[src/hdl/mu8_pkg.sv]
// ----------------------------------------------------------------------------
// mu8_pkg
// Shared types, constants and helpers for the modified UTF-8 converter.
// ----------------------------------------------------------------------------
package mu8_pkg;

    localparam int WIN_DEPTH = 6;
    localparam int CNT_W     = $clog2(WIN_DEPTH + 1);
    localparam int IDX_W     = $clog2(WIN_DEPTH);
    localparam int SUB_W     = 3;
    localparam int ESC_LEN   = 6;
    localparam int SUPP_LEN  = 4;

    localparam logic [7:0] BYTE_ZERO_LEAD  = 8'hC0;
    localparam logic [7:0] BYTE_ZERO_TRAIL = 8'h80;
    localparam logic [7:0] BYTE_SURR_LEAD  = 8'hED;

    typedef logic [WIN_DEPTH-1:0][7:0] window_t;

    // Surrogate pair pattern, entry 0 is the oldest byte
    localparam window_t PAT_MASK = {8'hC0, 8'hF0, 8'hFF, 8'hC0, 8'hF0, 8'hFF};
    localparam window_t PAT_VAL  = {8'h80, 8'hB0, 8'hED, 8'h80, 8'hA0, 8'hED};

    // Escape text for an embedded zero: backslash u 0 0 0 0
    localparam logic [ESC_LEN-1:0][7:0] ESC_BYTES =
        {8'h30, 8'h30, 8'h30, 8'h30, 8'h75, 8'h5C};

    typedef enum logic [2:0]
    {
        ACT_NONE,
        ACT_RAW,
        ACT_ZERO,
        ACT_SUPP,
        ACT_WAIT
    } act_kind_t;

    typedef struct packed
    {
        act_kind_t        kind;
        logic             emit;
        logic [7:0]       data;
        logic             done;
        logic [CNT_W-1:0] pop;
    } head_act_t;

    function automatic logic [SUPP_LEN-1:0][7:0] supp_bytes(input window_t w);
        logic [9:0]                 hh;
        logic [9:0]                 ll;
        logic [20:0]                cp;
        logic [SUPP_LEN-1:0][7:0]   res;
        hh     = {w[1][3:0], w[2][5:0]};
        ll     = {w[4][3:0], w[5][5:0]};
        cp     = 21'h10000 + {1'b0, hh, ll};
        res[0] = {5'b11110, cp[20:18]};
        res[1] = {2'b10, cp[17:12]};
        res[2] = {2'b10, cp[11:6]};
        res[3] = {2'b10, cp[5:0]};
        return res;
    endfunction

endpackage

[src/hdl/mu8_stream_if.sv]
// ----------------------------------------------------------------------------
// mu8 stream interfaces
// Valid/ready byte channels for the converter input and output.
// ----------------------------------------------------------------------------
interface mu8_in_if;
    logic       valid;
    logic       ready;
    logic [7:0] in_byte;
    logic       in_last;

    modport source (output valid, output in_byte, output in_last, input ready);
    modport sink   (input valid, input in_byte, input in_last, output ready);
endinterface

interface mu8_out_if;
    logic       valid;
    logic       ready;
    logic [7:0] out_byte;
    logic       out_last;

    modport source (output valid, output out_byte, output out_last, input ready);
    modport sink   (input valid, input out_byte, input out_last, output ready);
endinterface

[src/hdl/mu8_head_decode.sv]
// ----------------------------------------------------------------------------
// mu8_head_decode
// Classifies the bytes at the head of the window and picks the next
// output byte, whether it ends its sequence and how many window bytes it consumes.
// ----------------------------------------------------------------------------
module mu8_head_decode
(
    input  mu8_pkg::window_t                win,
    input  logic [mu8_pkg::CNT_W-1:0]       cnt,
    input  logic [mu8_pkg::SUB_W-1:0]       sub,
    input  logic                            last_in_win,
    output mu8_pkg::head_act_t              act
);
    import mu8_pkg::*;

    logic                       mism;
    act_kind_t                  kind;
    logic [SUPP_LEN-1:0][7:0]   supp;

    always_comb
    begin
        mism = 1'b0;
        for (int i = 0; i < WIN_DEPTH; i++)
        begin
            if ((CNT_W'(i) < cnt) && ((win[i] & PAT_MASK[i]) != PAT_VAL[i]))
            begin
                mism = 1'b1;
            end
        end
    end

    assign supp = supp_bytes(win);

    always_comb
    begin
        if (cnt == '0)
        begin
            kind = ACT_NONE;
        end
        else if (win[0] == BYTE_ZERO_LEAD)
        begin
            if (cnt < CNT_W'(2))
            begin
                kind = ACT_WAIT;
            end
            else if (win[1] == BYTE_ZERO_TRAIL)
            begin
                kind = ACT_ZERO;
            end
            else
            begin
                kind = ACT_RAW;
            end
        end
        else if (win[0] == BYTE_SURR_LEAD)
        begin
            if (mism)
            begin
                kind = ACT_RAW;
            end
            else if (cnt == CNT_W'(WIN_DEPTH))
            begin
                kind = ACT_SUPP;
            end
            else
            begin
                kind = ACT_WAIT;
            end
        end
        else
        begin
            kind = ACT_RAW;
        end

        // end of string: an unresolved prefix goes out as is
        if (kind == ACT_WAIT && last_in_win)
        begin
            kind = ACT_RAW;
        end
    end

    always_comb
    begin
        act      = '0;
        act.kind = kind;
        unique case (kind)
            ACT_RAW:
            begin
                act.emit = 1'b1;
                act.data = win[0];
                act.done = 1'b1;
                act.pop  = CNT_W'(1);
            end
            ACT_ZERO:
            begin
                act.emit = 1'b1;
                act.data = ESC_BYTES[sub];
                act.done = (sub == SUB_W'(ESC_LEN - 1));
                act.pop  = CNT_W'(2);
            end
            ACT_SUPP:
            begin
                act.emit = 1'b1;
                act.data = supp[sub[1:0]];
                act.done = (sub == SUB_W'(SUPP_LEN - 1));
                act.pop  = CNT_W'(WIN_DEPTH);
            end
            ACT_NONE, ACT_WAIT:
            begin
                act.emit = 1'b0;
            end
            default:
            begin
                act.emit = 1'b0;
            end
        endcase
    end

endmodule

[src/hdl/modified_utf8_to_utf8_converter.sv]
// ----------------------------------------------------------------------------
// modified_utf8_to_utf8_converter
// A byte that resolves at once passes through the window register and then the
// output register; one output byte per cycle while the output is not stalled.
// The single output port sets the rate: a zero pair expands to six bytes, a
// surrogate pair to four, during which the six-byte window fills and stalls input.
// After a last byte, input waits until the window has drained.
// Reset clears the window count, step counter, last flag and output valid.
// ----------------------------------------------------------------------------
module modified_utf8_to_utf8_converter
(
    input  logic        clk,
    input  logic        rst_n,
    mu8_in_if.sink      in_stream,
    mu8_out_if.source   out_stream
);
    import mu8_pkg::*;

    window_t            window_reg;
    window_t            window_next;
    window_t            window_shift;
    logic [CNT_W-1:0]   cnt_reg;
    logic [CNT_W-1:0]   cnt_next;
    logic [CNT_W-1:0]   cnt_after;
    logic [SUB_W-1:0]   sub_reg;
    logic [SUB_W-1:0]   sub_next;
    logic               last_reg;
    logic               last_next;
    logic               out_valid_reg;
    logic               out_valid_next;
    logic [7:0]         out_byte_reg;
    logic [7:0]         out_byte_next;
    logic               out_last_reg;
    logic               out_last_next;

    head_act_t          act;
    logic               out_free;
    logic               advance;
    logic               accept;
    logic               out_last_now;
    logic [CNT_W-1:0]   pop_now;

    mu8_head_decode u_decode
    (
        .win         (window_reg),
        .cnt         (cnt_reg),
        .sub         (sub_reg),
        .last_in_win (last_reg),
        .act         (act)
    );

    assign out_free       = !out_valid_reg || out_stream.ready;
    assign advance        = act.emit && out_free;
    assign in_stream.ready = !last_reg && (cnt_reg < CNT_W'(WIN_DEPTH));
    assign accept         = in_stream.valid && in_stream.ready;
    assign out_last_now   = last_reg && act.done && (act.pop == cnt_reg);
    assign pop_now        = (advance && act.done) ? act.pop : '0;

    always_comb
    begin
        unique case (pop_now)
            CNT_W'(1): window_shift = window_reg >> 8;
            CNT_W'(2): window_shift = window_reg >> 16;
            default:   window_shift = window_reg;
        endcase

        cnt_after   = cnt_reg - pop_now;
        window_next = window_shift;
        if (accept)
        begin
            window_next[cnt_after[IDX_W-1:0]] = in_stream.in_byte;
        end
        cnt_next = cnt_after + CNT_W'(accept);

        last_next = last_reg;
        if (advance && out_last_now)
        begin
            last_next = 1'b0;
        end
        else if (accept && in_stream.in_last)
        begin
            last_next = 1'b1;
        end

        sub_next = sub_reg;
        if (advance)
        begin
            sub_next = act.done ? '0 : sub_reg + SUB_W'(1);
        end

        out_valid_next = out_free ? act.emit : out_valid_reg;
        out_byte_next  = advance ? act.data : out_byte_reg;
        out_last_next  = advance ? out_last_now : out_last_reg;
    end

    always_ff @(posedge clk or negedge rst_n)
    begin
        if (!rst_n)
        begin
            cnt_reg       <= '0;
            sub_reg       <= '0;
            last_reg      <= 1'b0;
            out_valid_reg <= 1'b0;
        end
        else
        begin
            cnt_reg       <= cnt_next;
            sub_reg       <= sub_next;
            last_reg      <= last_next;
            out_valid_reg <= out_valid_next;
        end
    end

    always_ff @(posedge clk)
    begin
        window_reg   <= window_next;
        out_byte_reg <= out_byte_next;
        out_last_reg <= out_last_next;
    end

    assign out_stream.valid    = out_valid_reg;
    assign out_stream.out_byte = out_byte_reg;
    assign out_stream.out_last = out_last_reg;

    a_cnt_bound: assert property (@(posedge clk) disable iff (!rst_n)
        cnt_reg <= CNT_W'(WIN_DEPTH))
        else $error("window count above depth");

    a_sub_in_multi: assert property (@(posedge clk) disable iff (!rst_n)
        (sub_reg != '0) |-> (act.kind == ACT_ZERO || act.kind == ACT_SUPP))
        else $error("step counter running outside a multi-byte sequence");

    a_no_wait_at_end: assert property (@(posedge clk) disable iff (!rst_n)
        (act.kind == ACT_WAIT) |-> !last_reg)
        else $error("window waiting for input after last byte");

    a_flush_empties: assert property (@(posedge clk) disable iff (!rst_n)
        (advance && out_last_now) |=> (cnt_reg == '0 && !last_reg))
        else $error("window not empty after final byte");

endmodule
[src/flat_wrapper.sv]
// flat-port wrapper written by rule: the top's interface ports become plain ports
module modified_utf8_to_utf8_converter_flat import mu8_pkg::*;
  (clk, rst_n, in_stream_valid, in_stream_in_byte, in_stream_in_last, in_stream_ready, out_stream_valid, out_stream_out_byte, out_stream_out_last, out_stream_ready);
  mu8_in_if in_stream_i ();
  mu8_out_if out_stream_i ();
  input  logic clk;
  input  logic rst_n;
  input wire logic [$bits(in_stream_i.valid)-1:0] in_stream_valid;
  input wire logic [$bits(in_stream_i.in_byte)-1:0] in_stream_in_byte;
  input wire logic [$bits(in_stream_i.in_last)-1:0] in_stream_in_last;
  output wire logic [$bits(in_stream_i.ready)-1:0] in_stream_ready;
  output wire logic [$bits(out_stream_i.valid)-1:0] out_stream_valid;
  output wire logic [$bits(out_stream_i.out_byte)-1:0] out_stream_out_byte;
  output wire logic [$bits(out_stream_i.out_last)-1:0] out_stream_out_last;
  input wire logic [$bits(out_stream_i.ready)-1:0] out_stream_ready;
  assign in_stream_i.valid = in_stream_valid;
  assign in_stream_i.in_byte = in_stream_in_byte;
  assign in_stream_i.in_last = in_stream_in_last;
  assign in_stream_ready = in_stream_i.ready;
  assign out_stream_valid = out_stream_i.valid;
  assign out_stream_out_byte = out_stream_i.out_byte;
  assign out_stream_out_last = out_stream_i.out_last;
  assign out_stream_i.ready = out_stream_ready;
  modified_utf8_to_utf8_converter u_core (.clk(clk), .rst_n(rst_n), .in_stream(in_stream_i), .out_stream(out_stream_i));
endmodule
[config.mk]
export PLATFORM = sky130hd
export DESIGN_NAME = modified_utf8_to_utf8_converter_flat
export DESIGN_NICKNAME = d
export VERILOG_FILES = /design/src/hdl/mu8_pkg.sv /design/src/hdl/mu8_stream_if.sv /design/src/hdl/mu8_head_decode.sv /design/src/hdl/modified_utf8_to_utf8_converter.sv /design/src/flat_wrapper.sv
export SDC_FILE = /design/constraint.sdc
export NUM_CORES = 1
export LEC_CHECK = 0
export BUFFER_PORTS_ARGS = -buffer_cell sky130_fd_sc_hd__buf_2
export CAP_MARGIN = 40
export CORE_MARGIN = 2
export CORE_UTILIZATION = 50
export DETAILED_ROUTE_END_ITERATION = 8
export GPL_ROUTABILITY_DRIVEN = 0
export PLACE_DENSITY = 0.78
export SLEW_MARGIN = 20
export SYNTH_ARGS = -nofsm -noshare
export SYNTH_HDL_FRONTEND = slang
export SYNTH_HIERARCHICAL = 1
export SYNTH_SLANG_ARGS = --single-unit
[constraint.sdc]
create_clock -name clk -period 3.8 [get_ports clk]
set_input_delay 0.76 -clock clk [delete_from_list [all_inputs] [get_ports clk]]
set_output_delay 0.76 -clock clk [all_outputs]
set_load 0.1 [all_outputs]
==> impl_results.md, run 1 <==
- P_leak: around 2.1 nW
- Syn Nets: 479
- Switching power: 0.00239 W
- Routed via count: 4056
- Drt first-iter violations: 467
- DRC: 0
- DP Area: 4780 µm²
- Post-synthesis area per instance: 9.04 µm²
- Max FFs per register: 48
- Area growth syn-to-layout: 25.6%
- RSZ-0062 raised after global routing: yes
- Dpl ws: -0.0630 ns
- Status: finished, violations left
- VDD IR max: 0.345 mV
- Rows: 33
- Final WL: 12600 µm
- Die area: slightly above 9000 µm²
- FMAX: approximately 260 MHz
- Pin count of the biggest net entering global routing: between 70 and 80
- Share of cells above drive strength 1: 31.2%
- Post-synth design cell area: 4150 µm²
- Antenna cells: 0
- Seq. cell area: 1430 µm²
- Cts bufs inserted: 9
- Multi-input combinational cell area: 2700 µm²
- Final hold violation count: 0
- Startpoint Class: flip-flop
- WP data required: a little over 4 ns
- Root buf cell: clkbuf_8
- Cts hold-fix bufs: 0
- Clock share of power: 12.5%
- Reg2Reg Launch Point: u_core/window_reg[12]
- TritonCTS Sinks: 65
- Antenna-violating nets left: 0
- DIE WIDTH: between 90 and 100 µm
- Reg clk slew, reported paths: approximately 0.070 ns
- # Max-Cap Violations: 0
- Slew @ Worst Pin: roughly 0.66 ns
- Clock buffer depth: 2
- Worst flop-to-flop path endpoint: u_core/window_reg[26]
- Worst hold-check path type: primary input to asynchronous set/reset pin
- Number of fill cells: 636
- Sw Ratio: 46.9%
- Remaining global-route overflow: 0
- First-pass GRT wire length: between 15000 and 20000 µm
- Cells after Synth: between 400 and 500
- DIE HEIGHT: 95.1 µm
- Rel. slew slack: a little under three fifths
- Finished Cell Area: 5210 µm²
- Post-route clock skew: 0.00553 ns
- Nets: 544
- DRT Pass-1 Iters: 6
- Vias in the first global route: 3720
- Worst R2R Path Depth: 18
- Mean number of vias per cell: about 6.4
- Share of power burned in registers: 25.2%
- Dpl hpwl: 8460 µm
- P per Cell Area: 979 nW/µm²
- Initial antenna violation count: 0
- Core Region: between 8000 and 9000 µm²
- CTS tree: built
- Clk Latency, worst-skew pair: 0.34 ns
- Crit Path Category: flip-flop to flip-flop
- Port bufs: 23
- Worst R2R Setup Slack: -0.10 ns
- Crit path DAT: 4.13 ns
- Starting Density: about 50%
- Gate power share: between 60% and 70%
- Worst-path fanout max: 8
- Internal power: 0.00271 W
- Failing checks: negative setup slack
- GRT Overall Usage: 28.4%
- Synth warn: 6
- Routed len/inst: 19.9 µm
- Final min period: 3.90 ns
- Final slew viol count: 0
- Endpoints failing setup: 26
- Worst Slack Setup Final: -0.101 ns
- H-tree depth: 3
- I/O pin count: 24
- Crit end category: flip-flop
- Final period utilization: 103%
-- power groups by stage --
stage          sequential (W)  clock (W)  combinational [W]
6_report              0.00128   0.000638            0.00318
2_1_floorplan         0.00164          0            0.00163
5_1_grt               0.00131   0.000672            0.00339
3_5_place_dp          0.00128          0            0.00282
3_3_place_gp          0.00127          0            0.00274
4_1_cts               0.00127   0.000648            0.00296
-- metrics by stage --
| step | TNS [ns] | utilization (%) | instances | total power (W) | hold slack, ns |
|---|---|---|---|---|---|
| finish | -1.09 | 64.1 | 634 | 0.00510 | 0.243 |
| global route | -6.45 | 64.1 | 634 | 0.00537 | 0.249 |
| CTS | -0.0394 | 62.7 | 631 | 0.00487 | 0.240 |
| detailed placement | -0.778 | 58.8 | 613 | 0.00410 | 0.482 |
| global placement | 0 | 58.8 | 613 | 0.00401 | 0.475 |
| floorplan | -0.0646 | - | 459 | 0.00327 | 0.455 |
-- critical path, cell delays in order (launching register included) --
cell	delay (ns)
dfxtp_1	0.33
nor3b_1	0.24
buf_4	0.18
o211ai_1	0.20
a2111oi_4	0.44
or2_4	0.19
nor2_2	0.05
nand2_2	0.10
nand2_4	0.07
nor2_4	0.09
and2_4	0.15
ha_4	0.12
inv_2	0.03
fa_2	0.37
xor2_4	0.19
xnor2_4	0.19
nor4b_4	0.30
buf_6	0.20
mux2_2	0.34
-- layout by cell type, fill, tap and decap left out, types with 12 or more instances in the layout --
master,count
nand3_1,27
mux2i_1,27
mux2_4,20
inv_1,29
nand2_1,31
a22oi_1,12
buf_2,23
a21oi_1,25
o211ai_1,17
dfxtp_1,46
nor2_1,15
buf_4,55
a31oi_1,24
-- cell type report --
type	instances	area share (%)
clock buffers	12	3.19
clock inverters	4	0.936
inverters	31	2.23
multi-input cells	332	51.7
flip-flops and latches	65	27.5
well taps	105	2.52
repair buffers	85	11.9
-- what timing repair did --
action / CTS / global route
pin swaps: 4 / 3
setup buffers: 2 / 2
setup endpoints to repair: 42 / 48
gates resized for setup: 18 / 22
-- worst max path at each step --
stage	startpoint	to	slack (ns)	cells past startpoint
after floorplan	u_core/window_reg[28]	u_core/window_reg[25]	-0.009	16
after global placement	u_core/window_reg[28]	u_core/window_reg[29]	0.03	16
after detailed placement	u_core/window_reg[28]	u_core/window_reg[39]	-0.06	17
after CTS	u_core/window_reg[28]	u_core/window_reg[25]	-0.01	17
after global routing	u_core/window_reg[38]	u_core/window_reg[26]	-0.22	17
final	u_core/window_reg[12]	u_core/window_reg[26]	-0.10	18
-- per-layer routing --
metal	GRT usage (%)	routed length [µm]	vias to the layer above	share of wire (%)
li1	-	-	1840	-
met1	38.1	5030	1913	40
met2	45.6	5870	260	47
met3	6.48	1320	43	10
met4	8.33	397	0	3.1
met5	0	0	-	0
Power figures use the tool's default switching activity.
==> inputs of run 2 (changes only) <==
--- a/config.mk
+++ b/config.mk
@@ -7,7 +7,6 @@
 export LEC_CHECK = 0
 export BUFFER_PORTS_ARGS = -buffer_cell sky130_fd_sc_hd__buf_2
 export CAP_MARGIN = 40
-export CORE_MARGIN = 2
 export CORE_UTILIZATION = 50
 export DETAILED_ROUTE_END_ITERATION = 8
 export GPL_ROUTABILITY_DRIVEN = 0
==> run 2 against run 1 <==
The run still ends with negative setup slack left. Via count is 0.94% higher. Fmax is 2.7% lower. Non-clock buffer count is 1 lower. Critical path type unchanged. Sequential cell count stayed put.
==> impl_results.md, run 2 (synthesis gave the netlist of run 1 again) <==
- Cts bufs inserted: 9 (unchanged)
- Mean number of vias per cell: 6.50 (+1.6%)
- Worst R2R Setup Slack: -0.21 ns (-0.11 ns)
- Final TNS setup: -5.57 ns (-4.48 ns)
- Startpoint Class: flip-flop
- Routed len/inst: 20.2 µm (+1.5%)
- FMAX: 249 MHz (-2.7%)
- WP data required: 4.03 ns (about the same)
- Port bufs: 23 (unchanged)
- Final hold violation count: 0 (unchanged)
- First-pass GRT wire length: 19500 µm (-0.46%)
- Max stage delay on crit path: 0.56 ns (+0.12 ns)
- VDD IR max: 0.396 mV (+15%)
- Worst hold-check path type: primary input to asynchronous set/reset pin
- Starting Density: 52.6% (+1.6 points)
- Worst R2R Path Depth: 16 (-2)
- Critical Path Slowest Stage Cell: or4b_4
- Cells after DPL: 608 (-0.82%)
- Final period utilization: 106% (+2.9 points)
- Final min period: 4.01 ns (+0.109 ns)
- Multi-input combinational cell area: 2690 µm² (-0.32%)
- Share of cells above drive strength 1: 31.3% (+0.059 points)
- Failing checks: negative setup slack
- DIE HEIGHT: 93.1 µm (-2.1%)
- Clk Latency, worst-skew pair: 0.35 ns (about the same)
- DP Area: 4770 µm² (-0.13%)
- Number of fill cells: 609 (-4.2%)
- Routed via count: 4094 (+0.94%)
- Finished Cell Area: 5140 µm² (-1.3%)
- Sw Ratio: 48.4% (+1.6 points)
- I/O pin count: 24 (unchanged)
- Dpl hpwl: 8710 µm (+3.0%)
- Worst-path fanout max: 8 (unchanged)
- Endpoints failing setup: 48 (+85%)
- Nets: 543 (-0.18%)
- Core Region: 7890 µm² (-3.0%)
- Final slew viol count: 0 (unchanged)
- Remaining global-route overflow: 0 (unchanged)
- Commonest cells after routing, fill and taps aside: buf_4 (55), dfxtp_1 (47), nand2_1 (31)
- Area growth syn-to-layout: 23.9%
- Clock share of power: 10.3% (-2.2 points)
- Root buf cell: clkbuf_8
- Initial antenna violation count: 0 (unchanged)
- DRC: 0 (unchanged)
- Rel. slew slack: 44.8% (-11 points)
- H-tree depth: 3 (unchanged)
- Max FFs per register: 48 (unchanged)
- Commonest non-fill, non-tap cell in the layout: buf_4
- CTS tree: built
- Gate power share: 62.6% (+0.3 points)
- GRT Overall Usage: 29.6% (+1.3 points)
- Pin count of the biggest net entering global routing: 49 (-34%)
- Reg clk slew, reported paths: 0.07 ns (about the same)
- Rows: 32 (-3.0%)
- Clock buffer depth: 2 (unchanged)
- RSZ-0062 raised after global routing: yes
- Crit Path Category: flip-flop to flip-flop
- Worst Slack Setup Final: -0.210 ns (-0.109 ns)
- P_leak: 2.03 nW (-2.1%)
- Final WL: 12700 µm (+0.89%)
- DRT Pass-1 Iters: 5 (-1)
- Post-route clock skew: 0.00602 ns (+0.000484 ns)
- Antenna cells: 0 (unchanged)
- Vias in the first global route: 3835 (+3.1%)
- Switching power: 0.00239 W (-0.13%)
- P per Cell Area: 959 nW/µm² (-2.1%)
- Worst path cell trace: nand4b_1, or4b_4, nor4_1, a41oi_1, nand2_2, nand2_4, nor2_4, and2_4, ha_4, inv_2, fa_2, xor2_4, xnor2_4, nor4b_4, buf_6, mux2_2
- Worst hold slack: 0.237 ns (-0.00536 ns)
- Slew @ Worst Pin: 0.821 ns (+0.164 ns)
- # Max-Cap Violations: 0 (unchanged)
- DIE WIDTH: 93.1 µm (-2.1%)
- Status: finished, violations left
- Die area: 8670 µm² (-4.2%)
- Antenna-violating nets left: 0 (unchanged)
- Fin cells: 630 (-0.63%)
- Seq. cell area: 1440 µm² (about the same)
- Drt first-iter violations: 394 (-16%)
- Crit path DAT: 4.24 ns (+0.11 ns)
- Internal power: 0.00254 W (-6.3%)
- TritonCTS Sinks: 65 (unchanged)
- Share of power burned in registers: 27.0% (+1.8 points)
- Crit end category: flip-flop
## run 2: power groups by stage
stage                     Clock (W)  Combinational [W]  Sequential [W]
after floorplan                   0            0.00163         0.00164
after CTS                  0.000514            0.00286         0.00131
after detailed placement          0            0.00279         0.00133
after global placement            0            0.00269         0.00131
final                      0.000510            0.00309         0.00133
after global routing       0.000547            0.00329         0.00136
## run 2: what timing repair did
action                                  CTS  global route
hold buffers                              0             0
gates resized for setup                   8            29
setup buffers                             1             5
pin swaps                                 4             3
endpoints found under the setup margin   41            48
## run 2: routing by layer
metal / GRT usage (%) / wire length [µm] / vias to the layer above
li1: - / - / 1837
met1: 38.4 / 4920 / 1932
met2: 48.2 / 6050 / 273
met3: 5.37 / 1260 / 52
met4: 13.1 / 500 / 0
met5: 0 / 0 / -
## run 2: final timing paths
path | from | endpoint
max in group asynchronous | rst_n | u_core/cnt_reg[2]
hold / removal | rst_n | u_core/sub_reg[1]
min in group clk | u_core/window_reg[43] | u_core/window_reg[43]
setup / recovery | u_core/window_reg[28] | u_core/window_reg[28]
setup reg to reg | u_core/window_reg[28] | u_core/window_reg[28]
hold reg to reg | u_core/window_reg[43] | u_core/window_reg[43]
## run 2: layout make-up
class	count	area share, %
Multi-Input combinational cell	332	52.3
Sequential cell	65	27.9
Timing Repair Buffer	84	11.9
Clock buffer	10	2.48
Tap cell	102	2.48
Inverter	31	2.26
Clock inverter	6	0.681
## run 2: worst max-delay path: cells and delay by family (launching register included)
kind            cells  cell delay (ns)
mux                 1             0.35
buf+inv             2             0.22
xor+xnor            2             0.38
compound gates      1             0.22
fa+ha+maj           2             0.49
flops               1             0.32
simple gates        8             1.92
## run 2: stage by stage
stage                     total power (W)  utilization [%]  setup WS [ns]
final                             0.00493             65.2         -0.210
after global routing              0.00519             65.2         -0.243
after CTS                         0.00469             63.4        -0.0332
after detailed placement          0.00411             60.5         -0.108
after global placement            0.00400             60.5         0.0280
after floorplan                   0.00327                -       -0.00923
